## config.mk

```make
export PLATFORM = sky130hd
export DESIGN_NAME = date_distance_in_days
export DESIGN_NICKNAME = d
export VERILOG_FILES = /design/src/design/ddid_pkg.sv /design/src/design/date_distance_in_days.sv
export VERILOG_INCLUDE_DIRS = /design/src /design/src/design
export SDC_FILE = /design/constraint.sdc
export NUM_CORES = 2
export LEC_CHECK = 0
export BUFFER_PORTS_ARGS = -buffer_cell sky130_fd_sc_hd__buf_2
export CORE_ASPECT_RATIO = 0.6
export CORE_MARGIN = 2
export CORE_UTILIZATION = 57
export CTS_CLUSTER_SIZE = 28
export DETAILED_ROUTE_END_ITERATION = 10
export PLACE_DENSITY = 0.83
export SETUP_SLACK_MARGIN = 0.2
export SLEW_MARGIN = 20
export SYNTH_ARGS = -nofsm -noshare
export SYNTH_HDL_FRONTEND = slang
export SYNTH_SLANG_ARGS = --single-unit
```

## constraint.sdc

```tcl
create_clock -name i_clk -period 6.8 [get_ports i_clk]
set_input_delay 0 -clock i_clk [delete_from_list [all_inputs] [get_ports i_clk]]
set_output_delay 0 -clock i_clk [all_outputs]
set_load 0.01 [all_outputs]
```

## src/design/date_distance_in_days_macros.svh

```systemverilog
// ----------------------------------------------------------------------------
// Date distance assertion macros
// Shared concurrent assertion forms, clocked on the rising edge and
// disabled while reset is asserted.
// ----------------------------------------------------------------------------
`ifndef DATE_DISTANCE_IN_DAYS_MACROS_SVH
`define DATE_DISTANCE_IN_DAYS_MACROS_SVH

// Same-cycle implication.
`define DDID_ASSERT_IMP(lbl, clk, rst_n, ante, cons) \
    lbl: assert property (@(posedge clk) disable iff (!rst_n) (ante) |-> (cons)) \
        else $error("same-cycle check failed");

// Next-cycle implication.
`define DDID_ASSERT_NXT(lbl, clk, rst_n, ante, cons) \
    lbl: assert property (@(posedge clk) disable iff (!rst_n) (ante) |=> (cons)) \
        else $error("next-cycle check failed");

`endif

```

## src/design/ddid_pkg.sv

```systemverilog
`timescale 1ns / 1ps
// ----------------------------------------------------------------------------
// Date distance package
// Field types, calendar constants and small arithmetic helpers.
// ----------------------------------------------------------------------------
package ddid_pkg;

    typedef logic [4:0]         t_day;
    typedef logic [3:0]         t_month;
    typedef logic [13:0]        t_year;
    typedef logic signed [22:0] t_dist;

    // Year offset minus one: keeps every day number positive.
    localparam logic [14:0] YEAR_BIAS    = 15'd399;
    localparam logic [22:0] DAYS_IN_YEAR = 23'd365;
    localparam logic [14:0] CENTURY      = 15'd100;
    localparam logic [3:0]  MONTHS       = 4'd12;
    localparam logic [3:0]  FEBRUARY     = 4'd2;

    // floor(x * 2^-17 * 5243) == floor(x / 25) for x below 2^13
    localparam logic [25:0] DIV25_RECIP  = 26'd5243;

    localparam logic signed [23:0] DIST_HI = 24'sd4194303;
    localparam logic signed [23:0] DIST_LO = -24'sd4194304;

    function automatic logic [7:0] f_div25(input logic [12:0] x);
        logic [25:0] prod;
        prod = 26'(x) * DIV25_RECIP;
        return prod[24:17];
    endfunction

    function automatic logic [8:0] f_days_before(input t_month m);
        logic [8:0] d;
        case (m)
            4'd1:    d = 9'd0;
            4'd2:    d = 9'd31;
            4'd3:    d = 9'd59;
            4'd4:    d = 9'd90;
            4'd5:    d = 9'd120;
            4'd6:    d = 9'd151;
            4'd7:    d = 9'd181;
            4'd8:    d = 9'd212;
            4'd9:    d = 9'd243;
            4'd10:   d = 9'd273;
            4'd11:   d = 9'd304;
            4'd12:   d = 9'd334;
            default: d = 9'd0;
        endcase
        return d;
    endfunction

endpackage

```

## src/design/date_distance_in_days.sv

```systemverilog
`timescale 1ns / 1ps
// ----------------------------------------------------------------------------
// Date distance in days
// Signed day count from a first to a second Gregorian date.
// ----------------------------------------------------------------------------
// Four-stage pipeline: a date pair is taken every cycle unless the output is
// stalled. Stage one divides the shifted years by 100 and 400 through constant
// reciprocal multiplies, stage two forms the day number of the year start and
// the in-year offset, stage three adds them, stage four subtracts, saturates
// to 23 bits and registers the result. A month outside 1 to 12 in either date
// gives status 1 and distance 0. Day values are used unchecked. When the
// output is stalled all stages hold, and o_stall is high exactly while a
// result waits under i_stall.
`include "date_distance_in_days_macros.svh"

module date_distance_in_days (
    input  logic              i_clk,
    input  logic              i_rst_n,
    input  logic              i_valid,
    output logic              o_stall,
    input  ddid_pkg::t_day    i_first_day,
    input  ddid_pkg::t_month  i_first_month,
    input  ddid_pkg::t_year   i_first_year,
    input  ddid_pkg::t_day    i_second_day,
    input  ddid_pkg::t_month  i_second_month,
    input  ddid_pkg::t_year   i_second_year,
    output logic              o_valid,
    input  logic              i_stall,
    output ddid_pkg::t_dist   o_distance_days,
    output logic              o_status
);
    import ddid_pkg::*;

    logic       en;

    t_day       w_day   [2];
    t_month     w_month [2];
    t_year      w_year  [2];

    // stage 1
    logic        r1_valid;
    logic        r1_bad;
    logic [14:0] r1_p     [2];
    t_year       r1_year  [2];
    logic [7:0]  r1_q100p [2];
    logic [5:0]  r1_q400p [2];
    logic [7:0]  r1_q100y [2];
    logic [8:0]  r1_dbm   [2];
    logic        r1_late  [2];
    t_day        r1_day   [2];
    logic        n_bad;
    logic [14:0] n_p      [2];
    logic [7:0]  n_q100p  [2];
    logic [7:0]  n_q400p  [2];
    logic [7:0]  n_q100y  [2];

    // stage 2
    logic        r2_valid;
    logic        r2_bad;
    logic [22:0] r2_base  [2];
    logic [8:0]  r2_add   [2];
    logic [22:0] n_base   [2];
    logic [8:0]  n_add    [2];
    logic        w_century [2];
    logic        w_leap    [2];

    // stage 3
    logic        r3_valid;
    logic        r3_bad;
    logic [22:0] r3_n     [2];
    logic [22:0] n_n      [2];

    // stage 4
    logic signed [23:0] w_diff;
    t_dist              n_dist;

    assign en      = !o_valid || !i_stall;
    assign o_stall = !en;

    assign w_day[0]   = i_first_day;
    assign w_day[1]   = i_second_day;
    assign w_month[0] = i_first_month;
    assign w_month[1] = i_second_month;
    assign w_year[0]  = i_first_year;
    assign w_year[1]  = i_second_year;

    always_comb begin
        n_bad = 1'b0;
        for (int d = 0; d < 2; d++) begin
            n_p[d]     = 15'(w_year[d]) + YEAR_BIAS;
            n_q100p[d] = f_div25(n_p[d][14:2]);
            n_q400p[d] = f_div25({2'b00, n_p[d][14:4]});
            n_q100y[d] = f_div25({1'b0, w_year[d][13:2]});
            if (w_month[d] == 4'd0 || w_month[d] > MONTHS) begin
                n_bad = 1'b1;
            end
        end
    end

    always_comb begin
        for (int d = 0; d < 2; d++) begin
            w_century[d] = ({1'b0, r1_year[d]} == 15'(r1_q100y[d]) * CENTURY);
            // century years are leap only when divisible by 400 (low four bits zero)
            w_leap[d]    = (r1_year[d][1:0] == 2'b00) &&
                           (!w_century[d] || r1_year[d][3:0] == 4'd0);
            n_base[d]    = 23'(r1_p[d]) * DAYS_IN_YEAR + 23'(r1_p[d][14:2])
                           - 23'(r1_q100p[d]) + 23'(r1_q400p[d]);
            n_add[d]     = r1_dbm[d] + 9'(r1_day[d]) + 9'(w_leap[d] && r1_late[d]);
        end
    end

    always_comb begin
        for (int d = 0; d < 2; d++) begin
            n_n[d] = r2_base[d] + 23'(r2_add[d]);
        end
    end

    always_comb begin
        w_diff = $signed({1'b0, r3_n[1]}) - $signed({1'b0, r3_n[0]});
        if (w_diff > DIST_HI) begin
            n_dist = t_dist'(DIST_HI[22:0]);
        end else if (w_diff < DIST_LO) begin
            n_dist = t_dist'(DIST_LO[22:0]);
        end else begin
            n_dist = w_diff[22:0];
        end
    end

    always_ff @(posedge i_clk) begin
        if (!i_rst_n) begin
            r1_valid <= 1'b0;
            r2_valid <= 1'b0;
            r3_valid <= 1'b0;
            o_valid  <= 1'b0;
        end else if (en) begin
            r1_valid <= i_valid;
            r2_valid <= r1_valid;
            r3_valid <= r2_valid;
            o_valid  <= r3_valid;
        end
    end

    always_ff @(posedge i_clk) begin
        if (en) begin
            r1_bad <= n_bad;
            r2_bad <= r1_bad;
            r3_bad <= r2_bad;
            for (int d = 0; d < 2; d++) begin
                r1_p[d]     <= n_p[d];
                r1_year[d]  <= w_year[d];
                r1_q100p[d] <= n_q100p[d];
                r1_q400p[d] <= n_q400p[d][5:0];
                r1_q100y[d] <= n_q100y[d];
                r1_dbm[d]   <= f_days_before(w_month[d]);
                r1_late[d]  <= (w_month[d] > FEBRUARY);
                r1_day[d]   <= w_day[d];
                r2_base[d]  <= n_base[d];
                r2_add[d]   <= n_add[d];
                r3_n[d]     <= n_n[d];
            end
            // a bad month forces a zero distance
            o_status        <= r3_bad;
            o_distance_days <= r3_bad ? '0 : n_dist;
        end
    end

    `DDID_ASSERT_IMP(a_status_zero, i_clk, i_rst_n, o_valid && o_status, o_distance_days == '0)
    `DDID_ASSERT_IMP(a_stall_path, i_clk, i_rst_n, o_valid && i_stall, o_stall)
    `DDID_ASSERT_NXT(a_stage_move, i_clk, i_rst_n, r3_valid && en, o_valid)
    `DDID_ASSERT_NXT(a_bad_flow, i_clk, i_rst_n, r3_valid && r3_bad && en, o_status)

endmodule
```

# [Yosys cells after proc, flatten, opt, wreduce, memory -nomap -nowiden]
# Memories as Yosys holds them, arrays and structs flattened.
# Cells that the tools add are included.
# Widths: inputs -> output; s select.
[totals] inputBits=50 register_bits=31 ramBits=242 mem_bits_ro=288 latch_bits=0 n_memories=13
[mem_list] name="(no name shown)" depth=16 word_bits=9 rd=1 rd_clocked_by_memory_dff=0 wr=0 line="ddid_pkg.sv:34" text="case (m)"
[mem_list] name="(no name shown)" depth=16 word_bits=9 rd=1 rd_clocked_by_memory_dff=0 wr=0 line="ddid_pkg.sv:34"
[mem_list] name="r2_base" depth=2 word_bits=23 rd=2 rd_clocked_by_memory_dff=0 wr=2 line="date_distance_in_days.sv:60" text="logic [22:0] r2_base [2];"
[mem_list] name="r3_n" depth=2 word_bits=23 rd=2 rd_clocked_by_memory_dff=0 wr=2 line="date_distance_in_days.sv:70" text="logic [22:0] r3_n [2];"
[mem_list] name="r1_p" depth=2 word_bits=15 rd=2 rd_clocked_by_memory_dff=0 wr=2 line="date_distance_in_days.sv:43" text="logic [14:0] r1_p [2];"
[mem_list] name="r1_year" depth=2 word_bits=14 rd=2 rd_clocked_by_memory_dff=0 wr=2 line="date_distance_in_days.sv:44" text="t_year r1_year [2];"
[mem_list] name="7 more memories"
[op_classes] addsub=15 bitwise=0 eq_ne=2 mux=7 n_reduce_logical=21 n_lt_le_gt_ge=6 n_div=0 n_mul=10 shifts=0
[ops] op="$mul 12x13->25 const B" count=2
[ops] op="$mul 13x13->25 const B" count=2
[ops] op="$add 23x13->23" count=2
[ops] op="$add 23x6->23" count=2
[ops] op="$add 23x9->23" count=2
[ops] op="$mul 11x13->23 const B" count=2
[ops] op="$mul 15x9->23 const B" count=2
[ops] op="$sub 23x8->23" count=2
[ops] op="$add 14x9->15 const B" count=2
[ops] op="$eq 14x15->1" count=2
[ops] op="$mul 8x5->13 const B" count=2
[ops] op="$gt 24x23->1 const B" count=1
[ops] op="$lt 24x23->1 const B" count=1
[ops] op="$sub 23x23->24" count=1
[ops] op="$mux 23" count=1
[ops] op="$mux 22" count=1
[ops] op="$add 9x1->9" count=2
[ops] op="$add 9x5->9" count=2
[ops] op="$mux 9" count=2
[ops] op="$logic_not 4->1" count=4
[ops] op="$gt 4x2->1 const B" count=2
[ops] op="$gt 4x4->1 const B" count=2
[ops] op="$logic_not 1->1" count=5
[ops] op="$logic_or 1x1->1" count=5
[ops] op="4 further kinds" count=10

# [Logic depth before layout (Yosys ltp)]
# An unclocked memory read counts as a cell.
[logic_depth] ltp_word=8 ltp_mapped=28

# [Worst setup path before layout]
# No wires, ideal clock.
[synth_timing] path_type="flip-flop to flip-flop" start="register o_valid" end="register o_valid" setup_ns=0.124 required_time_ns=6.676 slack_ns=-1.056 t_arrival_ns=7.732 synth_period_minus_slack_ns=7.856 stages_incl_launch_ff=4 path_cell_list="dfxtp_1 > nand2_1 > inv_1 > o21a_1"
[synth_via] elab_chain_cells=2
[synth_lines] element="start, declared" line="date_distance_in_days.sv:27" text="output logic o_valid,"
[synth_lines] element="start signal, assigned" line="date_distance_in_days.sv:139" text="o_valid <= r3_valid;"
[synth_lines] element="$logic_not 1->1" line="date_distance_in_days.sv:77" text="assign en = !o_valid || !i_stall;"
[synth_lines] element="$logic_or 1x1->1" line="date_distance_in_days.sv:77"
# Every way passes these cells.
# A chain may end at the register's enable or synchronous reset.

==> results.tsv <==
stage	metric	value	unit
run_status	run_status	completed	
synth	synth_adder_area_share	50.4	%
timing	finalCritPeriodShare	93.9	%
worst_setup_path	cp.required	7150	ps
timing	tightest_slew	1110	ps
synth	synthesis.area_per_instance	10.7	um2
synth	synth-xor-area-share	5.11	%
drt	routed_wire_length_per_instance	18.1	um
floorplanning	die_extent_in_y	202	um
synth	synthesized_area_fraction_occupied_by_and_or_nand_nor_cells	5.10	%
grt	grt_pass1_vias	25986	
drt	detail_route.first_pass.iterations	6	
grt	grt_pass1_wl	136000	um
drt	vias	24515	
worst_setup_path	timing.critical_path.arrival	6740	ps
synth	synthesized_net_count	4734	
placed_design	gp_congestion	0.957	
worst_setup_path	critPathMaxStageDelay	560	ps
final_layout	num-nets-final	4923	
clocking	postCtsSetupBuffers	0	
worst_setup_path	crit_path_max_fanout	9	
floorplanning	die_w	333	um
floorplanning	start_util	57.6	%
synth	syn-cell-area	37100	um2
synth	ffs_w_async_s_r_synth	0	%
timing	period_minus_slack	6390	ps
floorplanning	placeableCoreArea	64400	um2
synth	synth_cell_type_count	76	
synth	proportion_of_synthesized_chip_area_in_sequential_cells	22.0	%
final_layout	filler_cell_count	4737	
floorplanning	design.die.area	67200	um2
worst_setup_path	cp_top_family	adder cells	
final_layout	area_taken_by_flip_flops_and_latches	8160	um2
drt	detail-route-antenna-nets	0	
placed_design	buffer_ports.inserted	75	
synth	ys_seq_elements	273	
synth	ys.warnings.count	0	
synth	number_of_enable_flip_flop_cells_after_synthesis	269	
synth	synth_top_area_share	25.8	%
timing	rsz0062_at_grt	false	
grt	track_usage	25.2	%
clocking	clk_transition_reported_paths	60	ps
final_layout	area_taken_by_multi_input_logic_gates	25500	um2
final_layout	layout_overhead_on_the_synthesized_area	8.87	%
worst_setup_path	critical-path-slowest-cell	sky130_fd_sc_hd__fa_1	
timing	setup_violations	0	
timing	report.final.slew_viol_count	0	
grt	globalRoute.totalOverflow	0	
worst_setup_path	cp-start-kind	primary input	
clocking	maximum_number_of_buffers_from_clock_root_to_sink	3	
synth	ys_top_cells_by_count	sky130_fd_sc_hd__inv_1, sky130_fd_sc_hd__ha_1, sky130_fd_sc_hd__fa_1	
synth	post-synth-top-count-cell	sky130_fd_sc_hd__inv_1	
clocking	clock-root-buffer	sky130_fd_sc_hd__clkbuf_16	
placed_design	hpwl	67900	um
synth	synthesized_instance_count	3463	
worst_setup_path	cp-end-kind	flip-flop	
synth	synthFlopType	sky130_fd_sc_hd__edfxtp_1	
drt	vias_per_cell	5.41	
clocking	htree_levels	1	
timing	achievable-frequency	157	MHz
timing	finalSetupTns	0	ps
drt	drc	0	
drt	routed_wirelength	81800	um
clocking	cts.sink_count	273	
worst_setup_path	setup.worst_path.class	primary input to flip-flop	
clocking	insertion_delay	620	ps
grt	number_of_antenna_violations_at_the_first_check_in_global_routing	8	
timing	timing.final.hold_violations	0	
floorplanning	boundaryPins	76	
clocking	tritoncts	done	
worst_setup_path	timing.critical_path.buf_inv	8	
synth	yosys-mux-area-fraction	0.317	%
synth	synth.largest_area_cell	sky130_fd_sc_hd__ha_1	
worst_setup_path	rrSetupSlack	750	ps
synth	synth_compound_gate_area_share	7.49	%
clocking	cts_inserted_buffers	29	
timing	worst_slew_margin_rel	25.5	%
grt	grt_start_max_net_pins	147	
flow_run	cap_viol_max_count	0	
min_path	min_path_type	primary input to flip-flop	
final_layout	drive_above_1_share	5.77	%
synth	synth_top_family_by_area	adder cells	
worst_setup_path	path_common_cell	sky130_fd_sc_hd__inv_1	
synth	post_synth_main_area_contributors	sky130_fd_sc_hd__ha_1, sky130_fd_sc_hd__fa_1, sky130_fd_sc_hd__edfxtp_1	
floorplanning	row_count	72	
drt	initialDrtViolationCount	2057	
timing	fin_worst_skew	37.2	ps
==> layout make-up <==
type                    instances  area share [%]
diodes                          6          0.0372
clock buffers                  32            1.82
clock inverters                20           0.467
inverters                     937            8.70
multi-input cells            2241            63.1
flip-flops and latches        273            20.2
well taps                     851            2.63
repair buffers                170            3.06
==> flip-flops by register name (all words and copies together), names as in the netlist <==
| signal | cells |
|---|---|
| o_distance_days | 23 |
| o_status | 1 |
| o_valid | 1 |
| r1_bad | 1 |
| r1_day | 10 |
| r1_dbm | 18 |
| r1_late | 2 |
| r1_p | 30 |
| r1_q100p | 16 |
| r1_q100y | 16 |
| r1_q400p | 12 |
| r1_valid | 1 |
| r1_year | 28 |
| r2_add | 18 |
| r2_bad | 1 |
| r2_base | 46 |
| r2_valid | 1 |
| r3_bad | 1 |
| r3_n | 46 |
| r3_valid | 1 |
==> final timing paths <==
path / end / startpoint / cells after the start
setup / recovery: r1_q100p[0][7]$_DFFE_PN_ / i_first_year[5] / 26
hold reg to reg: r2_bad$_DFFE_PN_ / r1_bad$_SDFFCE_PP1N_ / 0
setup reg to reg: r2_base[0][45]$_DFFE_PN_ / r1_p[0][18]$_DFFE_PN_ / 18
hold / removal: r1_day[0][9]$_DFFE_PN_ / i_second_day[4] / 2
==> per-stage QoR <==
stage | instance area [um2] | util (%) | setup slack [ps] | cells | hold WS, ps
after global placement | 38900 | 60.3 | 161 | 4418 | 181
final | 40400 | 62.7 | 415 | 4530 | 103
after global routing | 40400 | 62.7 | 186 | 4528 | 92.2
after CTS | 40300 | 62.6 | 211 | 4524 | 56.1
after detailed placement | 38900 | 60.3 | 4.29 | 4418 | 189
after floorplan | 37100 | - | 341 | 3463 | 98.9
==> timing repair <==
action | in CTS | in global routing
hold endpoints to repair | 67 | 0
endpoints found under the setup margin | 0 | 14
hold buffers | 54 | 0
gates resized for setup | 0 | 20
==> cells by family after synthesis <==
logic type                 after synthesis
DFF                                    273
buffers and inverters                  949
muxes                                    9
adders and majority gates             1221
xor gates and xnor gates               215
AOI/OAI and AO/OA                      422
and+or+nand+nor                        374
==> layout by cell type, fill, tap and decap left out, drive strengths merged, types with 39 or more instances in the layout <==
master       instances
xor2                76
ha                 764
nand2               67
nor2               100
xnor2              138
dlygate4sd3         54
o21ai               92
fa                 457
inv                942
a21oi              113
a21o                65
edfxtp             269
buf                115
nand3               39
==> layer usage <==
metal / GRT usage, % / routed length [um]
met5: 0 / 22
met1: 39.0 / 39300
met4: 3.94 / 1380
met3: 6.76 / 7940
met2: 35.9 / 33200
Power is not shown: default switching activity piles up to over one toggle a cycle in this logic, so the estimate is an artifact.
